`config.mk`:
```
export PLATFORM = sky130hd
export DESIGN_NAME = md5_message_digest_flat
export DESIGN_NICKNAME = d
export VERILOG_FILES = /design/src/rtl/md5_pkg.sv /design/src/rtl/md5_if.sv /design/src/rtl/md5_ram.sv /design/src/rtl/md5_core.sv /design/src/rtl/md5_message_digest.sv /design/src/flat_wrapper.sv
export SDC_FILE = /design/constraint.sdc
export NUM_CORES = 2
export LEC_CHECK = 0
export BUFFER_PORTS_ARGS = -buffer_cell sky130_fd_sc_hd__buf_2
export CAP_MARGIN = 5
export CORE_MARGIN = 2
export CORE_UTILIZATION = 25
export CTS_CLUSTER_DIAMETER = 50
export DETAILED_ROUTE_END_ITERATION = 12
export GPL_TIMING_DRIVEN = 0
export MAX_ROUTING_LAYER = met4
export SLEW_MARGIN = 20
export SYNTH_ARGS = -nofsm -noshare
export SYNTH_HDL_FRONTEND = slang
export SYNTH_SLANG_ARGS = --single-unit
```
`constraint.sdc`:
```
create_clock -name clk -period 10.5 [get_ports clk]
set_input_delay 1.05 -clock clk [delete_from_list [all_inputs] [get_ports clk]]
set_output_delay 1.05 -clock clk [all_outputs]
set_load 0.03 [all_outputs]
```
`src/rtl/md5_pkg.sv`:
```
// Package with the shared types, round constants and helper functions of the MD5 block.
`timescale 1ns / 1ps

package md5_pkg;

  // Initial chaining words.
  localparam logic [31:0] MD5_IV0 = 32'h67452301;
  localparam logic [31:0] MD5_IV1 = 32'hefcdab89;
  localparam logic [31:0] MD5_IV2 = 32'h98badcfe;
  localparam logic [31:0] MD5_IV3 = 32'h10325476;

  localparam logic [7:0] MD5_PAD_BYTE = 8'h80;
  localparam logic [5:0] MD5_LEN_POS  = 6'd56;
  localparam logic [5:0] MD5_LAST_POS = 6'd63;

  localparam logic [31:0] MD5_K [64] = '{
    32'hd76aa478, 32'he8c7b756, 32'h242070db, 32'hc1bdceee,
    32'hf57c0faf, 32'h4787c62a, 32'ha8304613, 32'hfd469501,
    32'h698098d8, 32'h8b44f7af, 32'hffff5bb1, 32'h895cd7be,
    32'h6b901122, 32'hfd987193, 32'ha679438e, 32'h49b40821,
    32'hf61e2562, 32'hc040b340, 32'h265e5a51, 32'he9b6c7aa,
    32'hd62f105d, 32'h02441453, 32'hd8a1e681, 32'he7d3fbc8,
    32'h21e1cde6, 32'hc33707d6, 32'hf4d50d87, 32'h455a14ed,
    32'ha9e3e905, 32'hfcefa3f8, 32'h676f02d9, 32'h8d2a4c8a,
    32'hfffa3942, 32'h8771f681, 32'h6d9d6122, 32'hfde5380c,
    32'ha4beea44, 32'h4bdecfa9, 32'hf6bb4b60, 32'hbebfbc70,
    32'h289b7ec6, 32'heaa127fa, 32'hd4ef3085, 32'h04881d05,
    32'hd9d4d039, 32'he6db99e5, 32'h1fa27cf8, 32'hc4ac5665,
    32'hf4292244, 32'h432aff97, 32'hab9423a7, 32'hfc93a039,
    32'h655b59c3, 32'h8f0ccc92, 32'hffeff47d, 32'h85845dd1,
    32'h6fa87e4f, 32'hfe2ce6e0, 32'ha3014314, 32'h4e0811a1,
    32'hf7537e82, 32'hbd3af235, 32'h2ad7d2bb, 32'heb86d391
  };

  localparam logic [4:0] MD5_S [16] = '{
    5'd7, 5'd12, 5'd17, 5'd22, 5'd5, 5'd9, 5'd14, 5'd20,
    5'd4, 5'd11, 5'd16, 5'd23, 5'd6, 5'd10, 5'd15, 5'd21
  };

  typedef enum logic [1:0] {
    T_IDLE,
    T_COMP,
    T_PAD,
    T_DONE
  } top_state_t;

  typedef enum logic [1:0] {
    C_IDLE,
    C_LOAD,
    C_ROUND,
    C_FINAL
  } core_state_t;

  typedef struct packed {
    logic start;
    logic init;
  } core_ctrl_t;

  typedef struct packed {
    logic         done;
    logic [127:0] chain;
  } core_stat_t;

  // Message word index used by a given step.
  function automatic logic [3:0] md5_g(input logic [5:0] step);
    logic [3:0] i;
    logic [3:0] g;
    i = step[3:0];
    case (step[5:4])
      2'd0: g = i;
      2'd1: g = (i << 2) + i + 4'd1;
      2'd2: g = (i << 1) + i + 4'd5;
      2'd3: g = (i << 3) - i;
      default: g = i;
    endcase
    return g;
  endfunction

  function automatic logic [31:0] md5_swap32(input logic [31:0] x);
    return {x[7:0], x[15:8], x[23:16], x[31:24]};
  endfunction

endpackage

```
`src/rtl/md5_if.sv`:
```
// Valid/ready channel interfaces for the MD5 byte input and digest output.
`timescale 1ns / 1ps

interface md5_in_if;
  logic       valid;
  logic       ready;
  logic [7:0] data_byte;
  logic       byte_valid;
  logic       end_of_message;

  modport source (output valid, data_byte, byte_valid, end_of_message, input ready);
  modport sink   (input valid, data_byte, byte_valid, end_of_message, output ready);
  modport mon    (input valid, ready, data_byte, byte_valid, end_of_message);
endinterface

interface md5_out_if;
  logic        valid;
  logic        ready;
  logic [63:0] digest_half;
  logic        is_last;

  modport source (output valid, digest_half, is_last, input ready);
  modport sink   (input valid, digest_half, is_last, output ready);
  modport mon    (input valid, ready, digest_half, is_last);
endinterface

```
`src/rtl/md5_ram.sv`:
```
// Generic single-write, single-read RAM with a registered read port.
`timescale 1ns / 1ps

module md5_ram #(
  parameter int WIDTH = 32,
  parameter int DEPTH = 16
) (
  input  logic                     clk,
  input  logic                     we,
  input  logic [$clog2(DEPTH)-1:0] waddr,
  input  logic [WIDTH-1:0]         wdata,
  input  logic [$clog2(DEPTH)-1:0] raddr,
  output logic [WIDTH-1:0]         rdata
);

  logic [WIDTH-1:0] mem [DEPTH];
  logic [WIDTH-1:0] rdata_r;

  always_ff @(posedge clk) begin
    if (we) begin
      mem[waddr] <= wdata;
    end
    rdata_r <= mem[raddr];
  end

  assign rdata = rdata_r;

endmodule

```
`src/rtl/md5_core.sv`:
```
// MD5 compression unit: chaining words and one step per cycle over the block RAM.
`timescale 1ns / 1ps

module md5_core (
  input  logic                clk,
  input  logic                rst_n,
  input  md5_pkg::core_ctrl_t ctrl,
  output md5_pkg::core_stat_t stat,
  output logic [3:0]          rd_addr,
  input  logic [31:0]         rd_data
);

  md5_pkg::core_state_t state_r, state_nxt;

  logic [31:0] chain_r [4];
  logic [31:0] a_r, b_r, c_r, d_r;
  logic [5:0]  rnd_r;

  logic [31:0] f;
  logic [31:0] sum;
  logic [4:0]  rot_amt;
  logic [63:0] rot64;
  logic [31:0] b_new;

  // Next state.
  always_comb begin
    state_nxt = state_r;
    case (state_r)
      md5_pkg::C_IDLE:  if (ctrl.start) state_nxt = md5_pkg::C_LOAD;
      md5_pkg::C_LOAD:  state_nxt = md5_pkg::C_ROUND;
      md5_pkg::C_ROUND: if (rnd_r == 6'd63) state_nxt = md5_pkg::C_FINAL;
      md5_pkg::C_FINAL: state_nxt = md5_pkg::C_IDLE;
      default:          state_nxt = md5_pkg::C_IDLE;
    endcase
  end

  // Outputs: the read address runs one step ahead of the round that uses it.
  always_comb begin
    rd_addr    = 4'd0;
    stat.done  = 1'b0;
    stat.chain = {chain_r[0], chain_r[1], chain_r[2], chain_r[3]};
    case (state_r)
      md5_pkg::C_LOAD:  rd_addr = md5_pkg::md5_g(6'd0);
      md5_pkg::C_ROUND: rd_addr = md5_pkg::md5_g(rnd_r + 6'd1);
      md5_pkg::C_FINAL: stat.done = 1'b1;
      default:          rd_addr = 4'd0;
    endcase
  end

  // One MD5 step.
  always_comb begin
    case (rnd_r[5:4])
      2'd0:    f = (b_r & c_r) | (~b_r & d_r);
      2'd1:    f = (b_r & d_r) | (c_r & ~d_r);
      2'd2:    f = b_r ^ c_r ^ d_r;
      default: f = c_r ^ (b_r | ~d_r);
    endcase
    sum     = a_r + f + rd_data + md5_pkg::MD5_K[rnd_r];
    rot_amt = md5_pkg::MD5_S[{rnd_r[5:4], rnd_r[1:0]}];
    rot64   = {sum, sum} << rot_amt;
    b_new   = b_r + rot64[63:32];
  end

  always_ff @(posedge clk) begin
    if (!rst_n) begin
      state_r    <= md5_pkg::C_IDLE;
      chain_r[0] <= md5_pkg::MD5_IV0;
      chain_r[1] <= md5_pkg::MD5_IV1;
      chain_r[2] <= md5_pkg::MD5_IV2;
      chain_r[3] <= md5_pkg::MD5_IV3;
    end else begin
      state_r <= state_nxt;
      if (ctrl.init) begin
        chain_r[0] <= md5_pkg::MD5_IV0;
        chain_r[1] <= md5_pkg::MD5_IV1;
        chain_r[2] <= md5_pkg::MD5_IV2;
        chain_r[3] <= md5_pkg::MD5_IV3;
      end else if (state_r == md5_pkg::C_FINAL) begin
        chain_r[0] <= chain_r[0] + a_r;
        chain_r[1] <= chain_r[1] + b_r;
        chain_r[2] <= chain_r[2] + c_r;
        chain_r[3] <= chain_r[3] + d_r;
      end
    end
  end

  always_ff @(posedge clk) begin
    if (state_r == md5_pkg::C_LOAD) begin
      a_r   <= chain_r[0];
      b_r   <= chain_r[1];
      c_r   <= chain_r[2];
      d_r   <= chain_r[3];
      rnd_r <= 6'd0;
    end else if (state_r == md5_pkg::C_ROUND) begin
      a_r   <= d_r;
      d_r   <= c_r;
      c_r   <= b_r;
      b_r   <= b_new;
      rnd_r <= rnd_r + 6'd1;
    end
  end

endmodule

```
`src/rtl/md5_message_digest.sv`:
```
// Top level of the MD5 digest block: byte packing, padding, sequencing and digest output.
`timescale 1ns / 1ps

// Usage
// The input channel takes one request per message byte. A request with byte_valid set
// appends data_byte; a request with end_of_message set finalizes the message after the
// byte (if any) is appended. A request with neither flag changes nothing.
// Bytes are packed into little-endian words and written into a 16-word block RAM.
// Each full 64-byte block starts the compression unit, which runs one MD5 step per cycle
// out of that RAM; no request is taken while it runs. On end of message the padding
// bytes and the 64-bit length are pushed one per cycle while no compression runs (one or
// two compressions come along the way), then the digest is emitted as two 64-bit results,
// the first eight digest bytes first, is_last set on the second.
// The digest sits in its own output register, so the block returns to its reset state
// and takes the next message while the receiver stalls; a second digest waits until
// both halves of the first have been taken.
// Reset (rst_n low, synchronous) restores the initial chaining words and clears the
// byte position and length count; the block RAM contents are never read before written.

module md5_message_digest (
  input  logic             clk,
  input  logic             rst_n,
  md5_in_if.sink           in_ch,
  md5_out_if.source        out_ch
);

  md5_pkg::top_state_t state_r, state_nxt;

  logic [5:0]   pos_r;
  logic [63:0]  bit_cnt_r;
  logic [23:0]  acc_r;
  logic         pad_active_r;
  logic         pad_first_r;
  logic         len_phase_r;
  logic         len_done_r;
  logic [127:0] dig_r;
  logic         out_valid_r;
  logic         out_last_r;

  logic         in_accept;
  logic         out_accept;
  logic         push_en;
  logic [7:0]   push_data;
  logic [7:0]   pad_byte;
  logic         is_len;
  logic         wrap;
  logic         load_digest;

  logic         ram_we;
  logic [3:0]   ram_raddr;
  logic [31:0]  ram_rdata;

  md5_pkg::core_ctrl_t core_ctrl;
  md5_pkg::core_stat_t core_stat;

  md5_ram #(
    .WIDTH(32),
    .DEPTH(16)
  ) u_block_ram (
    .clk  (clk),
    .we   (ram_we),
    .waddr(pos_r[5:2]),
    .wdata({push_data, acc_r}),
    .raddr(ram_raddr),
    .rdata(ram_rdata)
  );

  md5_core u_core (
    .clk    (clk),
    .rst_n  (rst_n),
    .ctrl   (core_ctrl),
    .stat   (core_stat),
    .rd_addr(ram_raddr),
    .rd_data(ram_rdata)
  );

  // Handshakes and the byte push path shared by message bytes and padding.
  always_comb begin
    in_ch.ready = (state_r == md5_pkg::T_IDLE);
    in_accept   = in_ch.valid && in_ch.ready;
    out_accept  = out_valid_r && out_ch.ready;

    // Length bytes start once the zero fill has reached position 56; the length is
    // sent low byte first, so the byte index is the low three bits of the position.
    is_len = !pad_first_r && ((pos_r == md5_pkg::MD5_LEN_POS) || len_phase_r);
    if (pad_first_r) begin
      pad_byte = md5_pkg::MD5_PAD_BYTE;
    end else if (is_len) begin
      pad_byte = bit_cnt_r[{pos_r[2:0], 3'b000} +: 8];
    end else begin
      pad_byte = 8'h00;
    end

    push_en   = 1'b0;
    push_data = pad_byte;
    case (state_r)
      md5_pkg::T_IDLE: begin
        push_en   = in_accept && in_ch.byte_valid;
        push_data = in_ch.data_byte;
      end
      md5_pkg::T_PAD: begin
        push_en = 1'b1;
      end
      default: begin
        push_en = 1'b0;
      end
    endcase

    wrap   = push_en && (pos_r == md5_pkg::MD5_LAST_POS);
    ram_we = push_en && (pos_r[1:0] == 2'b11);

    // The finished digest moves to the output register only once the previous one
    // has fully drained.
    load_digest    = (state_r == md5_pkg::T_DONE) && !out_valid_r;
    core_ctrl.start = wrap;
    core_ctrl.init  = load_digest;

    out_ch.valid       = out_valid_r;
    out_ch.is_last     = out_last_r;
    out_ch.digest_half = out_last_r ? dig_r[63:0] : dig_r[127:64];
  end

  // Next state.
  always_comb begin
    state_nxt = state_r;
    case (state_r)
      md5_pkg::T_IDLE: begin
        if (wrap) begin
          state_nxt = md5_pkg::T_COMP;
        end else if (in_accept && in_ch.end_of_message) begin
          state_nxt = md5_pkg::T_PAD;
        end
      end
      md5_pkg::T_PAD: begin
        if (wrap) begin
          state_nxt = md5_pkg::T_COMP;
        end
      end
      md5_pkg::T_COMP: begin
        if (core_stat.done) begin
          if (!pad_active_r) begin
            state_nxt = md5_pkg::T_IDLE;
          end else if (len_done_r) begin
            state_nxt = md5_pkg::T_DONE;
          end else begin
            state_nxt = md5_pkg::T_PAD;
          end
        end
      end
      md5_pkg::T_DONE: begin
        if (load_digest) begin
          state_nxt = md5_pkg::T_IDLE;
        end
      end
      default: state_nxt = md5_pkg::T_IDLE;
    endcase
  end

  always_ff @(posedge clk) begin
    if (!rst_n) begin
      state_r      <= md5_pkg::T_IDLE;
      pos_r        <= 6'd0;
      bit_cnt_r    <= 64'd0;
      pad_active_r <= 1'b0;
      pad_first_r  <= 1'b0;
      len_phase_r  <= 1'b0;
      len_done_r   <= 1'b0;
      out_valid_r  <= 1'b0;
      out_last_r   <= 1'b0;
    end else begin
      state_r <= state_nxt;

      if (push_en) begin
        pos_r <= pos_r + 6'd1;
      end

      if (state_r == md5_pkg::T_IDLE && in_accept) begin
        if (in_ch.byte_valid) begin
          bit_cnt_r <= bit_cnt_r + 64'd8;
        end
        if (in_ch.end_of_message) begin
          pad_active_r <= 1'b1;
          pad_first_r  <= 1'b1;
          len_phase_r  <= 1'b0;
          len_done_r   <= 1'b0;
        end
      end

      if (state_r == md5_pkg::T_PAD) begin
        pad_first_r <= 1'b0;
        if (is_len) begin
          len_phase_r <= 1'b1;
        end
        if (wrap && is_len) begin
          len_done_r <= 1'b1;
        end
      end

      // The message state returns to reset as the digest is captured.
      if (load_digest) begin
        out_valid_r  <= 1'b1;
        out_last_r   <= 1'b0;
        pos_r        <= 6'd0;
        bit_cnt_r    <= 64'd0;
        pad_active_r <= 1'b0;
        len_phase_r  <= 1'b0;
        len_done_r   <= 1'b0;
      end else if (out_accept) begin
        if (out_last_r) begin
          out_valid_r <= 1'b0;
        end else begin
          out_last_r <= 1'b1;
        end
      end
    end
  end

  // Partial word assembly; the fourth byte goes straight to the RAM with these three.
  always_ff @(posedge clk) begin
    if (push_en) begin
      case (pos_r[1:0])
        2'd0:    acc_r[7:0]   <= push_data;
        2'd1:    acc_r[15:8]  <= push_data;
        2'd2:    acc_r[23:16] <= push_data;
        default: acc_r        <= acc_r;
      endcase
    end
  end

  always_ff @(posedge clk) begin
    if (load_digest) begin
      dig_r <= {md5_pkg::md5_swap32(core_stat.chain[127:96]),
                md5_pkg::md5_swap32(core_stat.chain[95:64]),
                md5_pkg::md5_swap32(core_stat.chain[63:32]),
                md5_pkg::md5_swap32(core_stat.chain[31:0])};
    end
  end

endmodule

```
`src/flat_wrapper.sv`:
```
// flat-port wrapper written by rule: the top's interface ports become plain ports
module md5_message_digest_flat 
  (clk, rst_n, in_ch_valid, in_ch_data_byte, in_ch_byte_valid, in_ch_end_of_message, in_ch_ready, out_ch_valid, out_ch_digest_half, out_ch_is_last, out_ch_ready);
  md5_in_if in_ch_i ();
  md5_out_if out_ch_i ();
  input  logic clk;
  input  logic rst_n;
  input wire logic [$bits(in_ch_i.valid)-1:0] in_ch_valid;
  input wire logic [$bits(in_ch_i.data_byte)-1:0] in_ch_data_byte;
  input wire logic [$bits(in_ch_i.byte_valid)-1:0] in_ch_byte_valid;
  input wire logic [$bits(in_ch_i.end_of_message)-1:0] in_ch_end_of_message;
  output wire logic [$bits(in_ch_i.ready)-1:0] in_ch_ready;
  output wire logic [$bits(out_ch_i.valid)-1:0] out_ch_valid;
  output wire logic [$bits(out_ch_i.digest_half)-1:0] out_ch_digest_half;
  output wire logic [$bits(out_ch_i.is_last)-1:0] out_ch_is_last;
  input wire logic [$bits(out_ch_i.ready)-1:0] out_ch_ready;
  assign in_ch_i.valid = in_ch_valid;
  assign in_ch_i.data_byte = in_ch_data_byte;
  assign in_ch_i.byte_valid = in_ch_byte_valid;
  assign in_ch_i.end_of_message = in_ch_end_of_message;
  assign in_ch_ready = in_ch_i.ready;
  assign out_ch_valid = out_ch_i.valid;
  assign out_ch_digest_half = out_ch_i.digest_half;
  assign out_ch_is_last = out_ch_i.is_last;
  assign out_ch_i.ready = out_ch_ready;
  md5_message_digest u_core (.clk(clk), .rst_n(rst_n), .in_ch(in_ch_i), .out_ch(out_ch_i));
endmodule
```
After elaboration in Yosys (flattened, before gate mapping)
Memory sizes are Yosys's and may differ from the RTL's. A register that Yosys moved wholly into a read port is not among the register bits.
Index checks and enable logic that the tools add are counted.
{"block": "classes", "addsub": 16, "multipliers": 0, "div": 0, "order_cmp": 2, "n_eq_ne": 23, "n_shift": 2, "muxes": 59, "bitwise": 23, "reduce_logical": 31}
{"op": "$mux W32", "count": 18}
{"op": "$add A32 B32 Y32", "count": 8}
{"op": "$and A32 B32 Y32", "count": 4}
{"op": "$or A32 B32 Y32", "count": 3}
{"op": "$pmux W32 S3", "count": 1}
{"op": "$xor A32 B32 Y32", "count": 3}
{"op": "$add A64 B4 Y64 const B", "count": 1}
{"op": "$mux W64", "count": 1}
{"op": "$not A32 Y32", "count": 2}
{"op": "$shiftx A64 B7 Y8", "count": 1}
{"op": "$shl A64 B5 Y64", "count": 1}
{"op": "$mux W8", "count": 3}
{"op": "$mux W1", "count": 22}
{"op": "$eq A2 B2 Y1 const B", "count": 9}
{"op": "$eq A6 B6 Y1 const B", "count": 3}
{"op": "$pmux W2 S4", "count": 2}
{"op": "$pmux W4 S4", "count": 1}
{"op": "$mux W2", "count": 7}
{"op": "$reduce_and A2 Y1", "count": 7}
{"op": "$add A6 B1 Y6 const B", "count": 2}
{"op": "$eq A2 B1 Y1 const B", "count": 5}
{"op": "$logic_and A1 B1 Y1", "count": 10}
{"op": "$logic_not A2 Y1", "count": 5}
{"op": "$mux W5", "count": 2}
{"op": "20 further kinds", "count": 35}
{"block": "word_totals", "register_bits": 366, "latch_bits": 0, "mem_bits_rw": 640, "rom_bits": 2128, "out_inout_bits": 67, "elab_cells": 179, "memories": 4}
{"name": "(no name shown)", "depth": 64, "width": 32, "read_ports": 1, "rd_clocked_by_memory_dff": 0, "write_ports": 0, "line": "md5_core.sv:58", "text": "sum = a_r + f + rd_data + md5_pkg::MD5_K[rnd_r];"}
{"name": "u_core.u_block_ram.mem", "depth": 16, "width": 32, "read_ports": 1, "rd_clocked_by_memory_dff": 1, "write_ports": 1, "line": "md5_ram.sv:16", "text": "logic [WIDTH-1:0] mem [DEPTH];"}
{"name": "u_core.u_core.chain_r", "depth": 4, "width": 32, "read_ports": 4, "rd_clocked_by_memory_dff": 0, "write_ports": 4, "line": "md5_core.sv:15", "text": "logic [31:0] chain_r [4];"}
{"name": "(no name shown)", "depth": 16, "width": 5, "read_ports": 1, "rd_clocked_by_memory_dff": 0, "write_ports": 0, "line": "md5_core.sv:59", "text": "rot_amt = md5_pkg::MD5_S[{rnd_r[5:4], rnd_r[1:0]}];"}

Depth between registers and ports, before layout
{"block": "depth", "word_depth": 11, "depth_mapped": 42, "ltp_nobuf": 39}

Modules after synthesis
A second synthesis with hierarchy kept.
{"block": "unflattened", "cells_unflattened": 4864, "area_unflattened_um2": 57415.1}
{"module": "md5_core", "instances": 1, "cells_each": 3298, "area_per_inst_um2": 27994.3, "seq_area_each_um2": 7527.2}
{"module": "md5_ram", "instances": 1, "cells_each": 838, "area_per_inst_um2": 19854.0, "seq_area_each_um2": 16015.4}
{"module": "md5_message_digest", "instances": 1, "cells_each": 728, "area_per_inst_um2": 9566.7, "seq_area_each_um2": 6065.8}

Worst setup path before layout
OpenSTA, ideal clock, no wires.
{"block": "synth_timing", "path_type": "register -> register", "startpoint": "register u_core.u_core.rnd_r[1]", "endpoint": "register u_core.u_core.b_r[30] (data pin)", "setup_time_ns": 0.268, "arrival_ns": 8.762, "required_ns": 10.232, "slack_ns": 1.470, "path_stages_with_launch": 38, "synth_period_minus_slack_ns": 9.030, "path_cell_list": "dfxtp_1 -> clkinv_1 -> ha_1 -> inv_1 -> clkbuf_1 -> nor2_1 -> nor2_1 -> o21ai_0 -> mux4_2 -> fa_1 -> inv_1 -> fa_1 -> inv_1 -> ha_1 -> inv_1 -> fa_1 -> nand2b_1 -> a21oi_1 -> [... 2 more ...] -> nand3_1 -> a211oi_1 -> or2_1 -> mux4_2 -> mux2_2 -> a221o_1 -> ha_1 -> a21o_1 -> a21o_1 -> a21oi_1 -> o211ai_1 -> nor3_1 -> o41a_1 -> nand3b_1 -> a31oi_1 -> o41ai_1 -> xor2_1 -> o21ai_0"}
{"block": "synth_between", "elab_chain_cells": 9}
{"item": "from (decl)", "line": "md5_core.sv:17", "text": "logic [5:0] rnd_r;"}
{"item": "from (signal assigned)", "line": "md5_core.sv:99", "text": "rnd_r <= rnd_r + 6'd1;"}
{"item": "$not A6 Y7 (not written as such)", "line": "md5_core.sv:58"}
{"item": "$mem_v2 Z64 W32"}
{"item": "$mux W32 (not written as such) (2 in series)", "line": "md5_core.sv:58"}
{"item": "$add A32 B32 Y32", "line": "md5_core.sv:58"}
{"item": "$shl A64 B5 Y64 *", "line": "md5_core.sv:60", "text": "rot64 = {sum, sum} << rot_amt;"}
{"item": "$add A32 B32 Y32 *", "line": "md5_core.sv:61", "text": "b_new = b_r + rot64[63:32];"}
{"item": "$mux W32 *", "line": "md5_core.sv:94", "text": "end else if (state_r == md5_pkg::C_ROUND) begin"}
{"item": "$mux W32 *", "line": "md5_core.sv:88", "text": "if (state_r == md5_pkg::C_LOAD) begin"}
{"item": "to (signal assigned)", "line": "md5_core.sv:90", "text": "b_r <= chain_r[1];"}
{"item": "to (signal assigned)", "line": "md5_core.sv:98", "text": "b_r <= b_new;"}
{"item": "to (decl)", "line": "md5_core.sv:16", "text": "logic [31:0] a_r, b_r, c_r, d_r;"}
Mark *: on every way between the ends. The rest lies on a longest branch, timed or not. The select of a mux whose other input is x is not followed.
A chain may end at the register's enable or synchronous reset.

Worst setup path in the final report
{"block": "layout_timing", "startpoint": "register u_core.u_core.rnd_r[3]", "endpoint": "register u_core.u_core.b_r[31] (data pin)"}
{"block": "layout_between", "elab_chain_cells": 9}
{"item": "$not A6 Y7 (not written as such)", "line": "md5_core.sv:58"}
{"item": "$mem_v2 Z64 W32"}
{"item": "$mux W32 (not written as such) (2 in series)", "line": "md5_core.sv:58"}
{"item": "$add A32 B32 Y32", "line": "md5_core.sv:58"}
{"item": "$shl A64 B5 Y64", "line": "md5_core.sv:60"}
{"item": "$add A32 B32 Y32", "line": "md5_core.sv:61"}
{"item": "$mux W32", "line": "md5_core.sv:94"}
{"item": "$mux W32", "line": "md5_core.sv:88"}
Every way passes these cells. The select of a mux whose other input is x is not followed.

==> flow_summary.toml <==
[worst_setup_path]
path_max_fanout = 10
cp.arrival_ns = 10.75
worst_path_max_delay_cell = "nor3b_1"
criticalPathCategory = "flip-flop to flip-flop"
critPathMaxStageDelay_ns = 0.73
cp-end-kind = "flip-flop"
cpMostUsedCell = "nand2_1"
cp-start-kind = "flip-flop"
crit_required_ns = 11.00

[floorplanning]
initial_utilization_pct = 25.1
core_sq_mm = 0.235
pin_count = 81
row_count = 178
die_h_um = 490
dieArea_sq_mm = 0.240
die_w_um = 490

[timing]
finalClockSkew_ns = 0.0818
finalHoldViolCount = 0
fin_crit_sh_pct = 97.7
fmax_mhz = 97.5
worst_pin_slew_ns = 1.27
setup_viol = 0
max-slew-margin-rel_pct = 14.7
layout_min_cycle_time_ns = 10.26
slew_violations = 0
holdWs_ns = 0.450
fin_setup_tns_ns = 0

[synthesis]
synth_flop_cell = "edfxtp_1"
syn_inst = 5630
yosys_warnings = 0
synth-async-reset-ratio_pct = 0
synth_area_sq_mm = 0.0591
ys_seq_area_share_pct = 50.1
ys_seq_elements = 1035
syn_avg_cell_area_sq_um = 10.5
synth_edf_count = 888
ys_types = 95
synth_nets = 5932

[route]
wire_per_inst_um = 24.2
drt_iter0_drc = 5985
firstDrtPassIters = 7
vias_per_cell = 5.19
vias = 47400
drcViolationCount = 0
wirelength_um = 221000
ant_nets = 0

[power_and_ir_drop]
ir_drop_v = 0.000404
pwr_density_cell_mw_per_mm2 = 385
total_power_mw = 26.4
power.leakage_nw = 25.1

[final_layout]
drive_gt1_share_pct = 13.4
area_growth_pct = 16.4
final_nets = 6189
finalInstanceArea_sq_mm = 0.0688

[cts]
cts.sinks = 1035
clkLatencyLatePin_ns = 0.80
cts_max_level = 3
clk_path_buf_depth = 3
cts_tree = "built"
clkTransAtPathRegs_ns = 0.07
cts-buffers-inserted = 116
clockRootBuffer = "clkbuf_16"
cts_hold_buf = 0

[placed_design]
place_area_sq_mm = 0.0644
gp_congestion = 1.01
hpwl_um = 170000
port_buffers = 80

[global_routing]
grt_pass1_vias = 44800
antenna_found_initial = 14
grtUsageTotal_pct = 18.2
grt_pass1_wl_um = 317000
overflow = 0
grt_max_degree = 48

[worst_hold_path]
hp-class = "flip-flop to flip-flop"

[run_status]
status = "finished, final reports clean"

[job]
maxCapViolCount = 0
==> metrics by stage <==
step,worst slack [ns],utilization (%),std cells
finish,0.243,29.2,9147
global route,-0.0110,29.2,9144
CTS,0.0218,29.2,9143
detailed placement,-2.25,27.4,8922
global placement,-3.11,27.0,8860
floorplan,1.47,-,5630
==> flip-flops by register name, indices dropped and copies added, names as in the netlist, 24 cells and up <==
register and flops:
u_core.u_core.a_r 32, u_core.u_block_ram.mem 512, u_core.dig_r 128, u_core.acc_r 24
u_core.u_block_ram.rdata 32, u_core.bit_cnt_r 61, u_core.u_core.d_r 32, u_core.u_core.b_r 32
u_core.u_core.chain_r 128, u_core.u_core.c_r 32
==> routing by layer <==
metal	GRT usage (%)	wire, um	up-vias
met5	-	0	-
met4	6.20	8450	0
met3	2.83	18400	398
met2	27.5	97900	2297
met1	24.8	96400	23500
li1	-	-	21300
==> logic make-up after synthesis <==
kind of cell	synth area share (%)
adder cells (fa/ha/maj)	6.98
AO/OA/AOI/OAI	15.0
AND/OR/NAND/NOR	12.4
flip-flops	50.1
multiplexers	7.68
XOR/XNOR	3.60
buffers and inverters	4.16
==> cell usage in the layout (no fill, tap or decap), types with 122 or more instances in the layout <==
cell / n
mux2i_1: 155
nand3_1: 122
edfxtp_1: 888
a31oi_1: 155
nor2_1: 503
nor3_1: 138
buf_2: 134
xor2_1: 145
nand2_1: 473
a21oi_1: 443
mux2_2: 214
clkbuf_1: 189
o21ai_0: 311
inv_1: 313
dfxtp_1: 143
ha_1: 219
==> path summary, 6_finish.rpt <==
kind	slack, ns	cells after the start	start	to
worst max-delay path	0.24	36	u_core.u_core.rnd_r[3]	u_core.u_core.b_r[31]
worst min-delay path	0.45	0	u_core.u_core.chain_r[1][0]	u_core.dig_r[88]
worst min register to register	0.45	0	u_core.u_core.chain_r[1][0]	u_core.dig_r[88]
worst max register to register	0.24	36	u_core.u_core.rnd_r[3]	u_core.u_core.b_r[31]
==> timing repair <==
item | 4_1_cts | 5_1_grt
setup buffers | 2 | 1
endpoints found under the setup margin | 31 | 10
pin swaps | 3 | 4
gates resized for setup | 120 | 75
==> critical path: cells and delay by family, from the launching register on <==
family | cells | cell delay, ns
AO/OA/AOI/OAI | 12 | 3.03
adder cells (fa/ha/maj) | 4 | 1.77
buffers and inverters | 6 | 1.44
flip-flops | 1 | 0.46
multiplexers | 1 | 0.28
AND/OR/NAND/NOR | 13 | 3.03
==> synthesized netlist by cell type (50+ instances only) <==
library cell | number | area [sq um]
edfxtp_1 | 888 | 26700
nor2_1 | 517 | 1940
nand2_1 | 473 | 1780
a21oi_1 | 446 | 2230
o21ai_0 | 332 | 1660
inv_1 | 316 | 1190
clkbuf_1 | 239 | 897
ha_1 | 220 | 2750
mux2_2 | 214 | 2410
a31oi_1 | 162 | 1010
mux2i_1 | 156 | 1560
dfxtp_1 | 147 | 2940
nor3_1 | 147 | 736
xor2_1 | 145 | 1270
nand3_1 | 124 | 621
xnor2_1 | 96 | 841
a21o_1 | 85 | 638
a211oi_1 | 79 | 593
fa_1 | 68 | 1360
o211ai_1 | 62 | 465
a311oi_1 | 50 | 438
==> cell type report <==
type,instances,area (sq um)
inverters,323,1230
plain buffers,309,1390
multi-input cells,3957,27400
clock inverters,84,870
flip-flops and latches,1035,29600
diodes,7,17.5
well taps,3150,3940
clock buffers,137,3020
repair buffers,145,1270
fillers,24400,166000
==> report_power, final <==
group	total [mW]	leakage, nW	switching [mW]	internal, mW
clock network	4.11	1.86	1.82	2.29
logic	16.8	13.9	10.4	6.40
registers	5.51	9.36	0.441	5.07
Power figures use the tool's default switching activity.
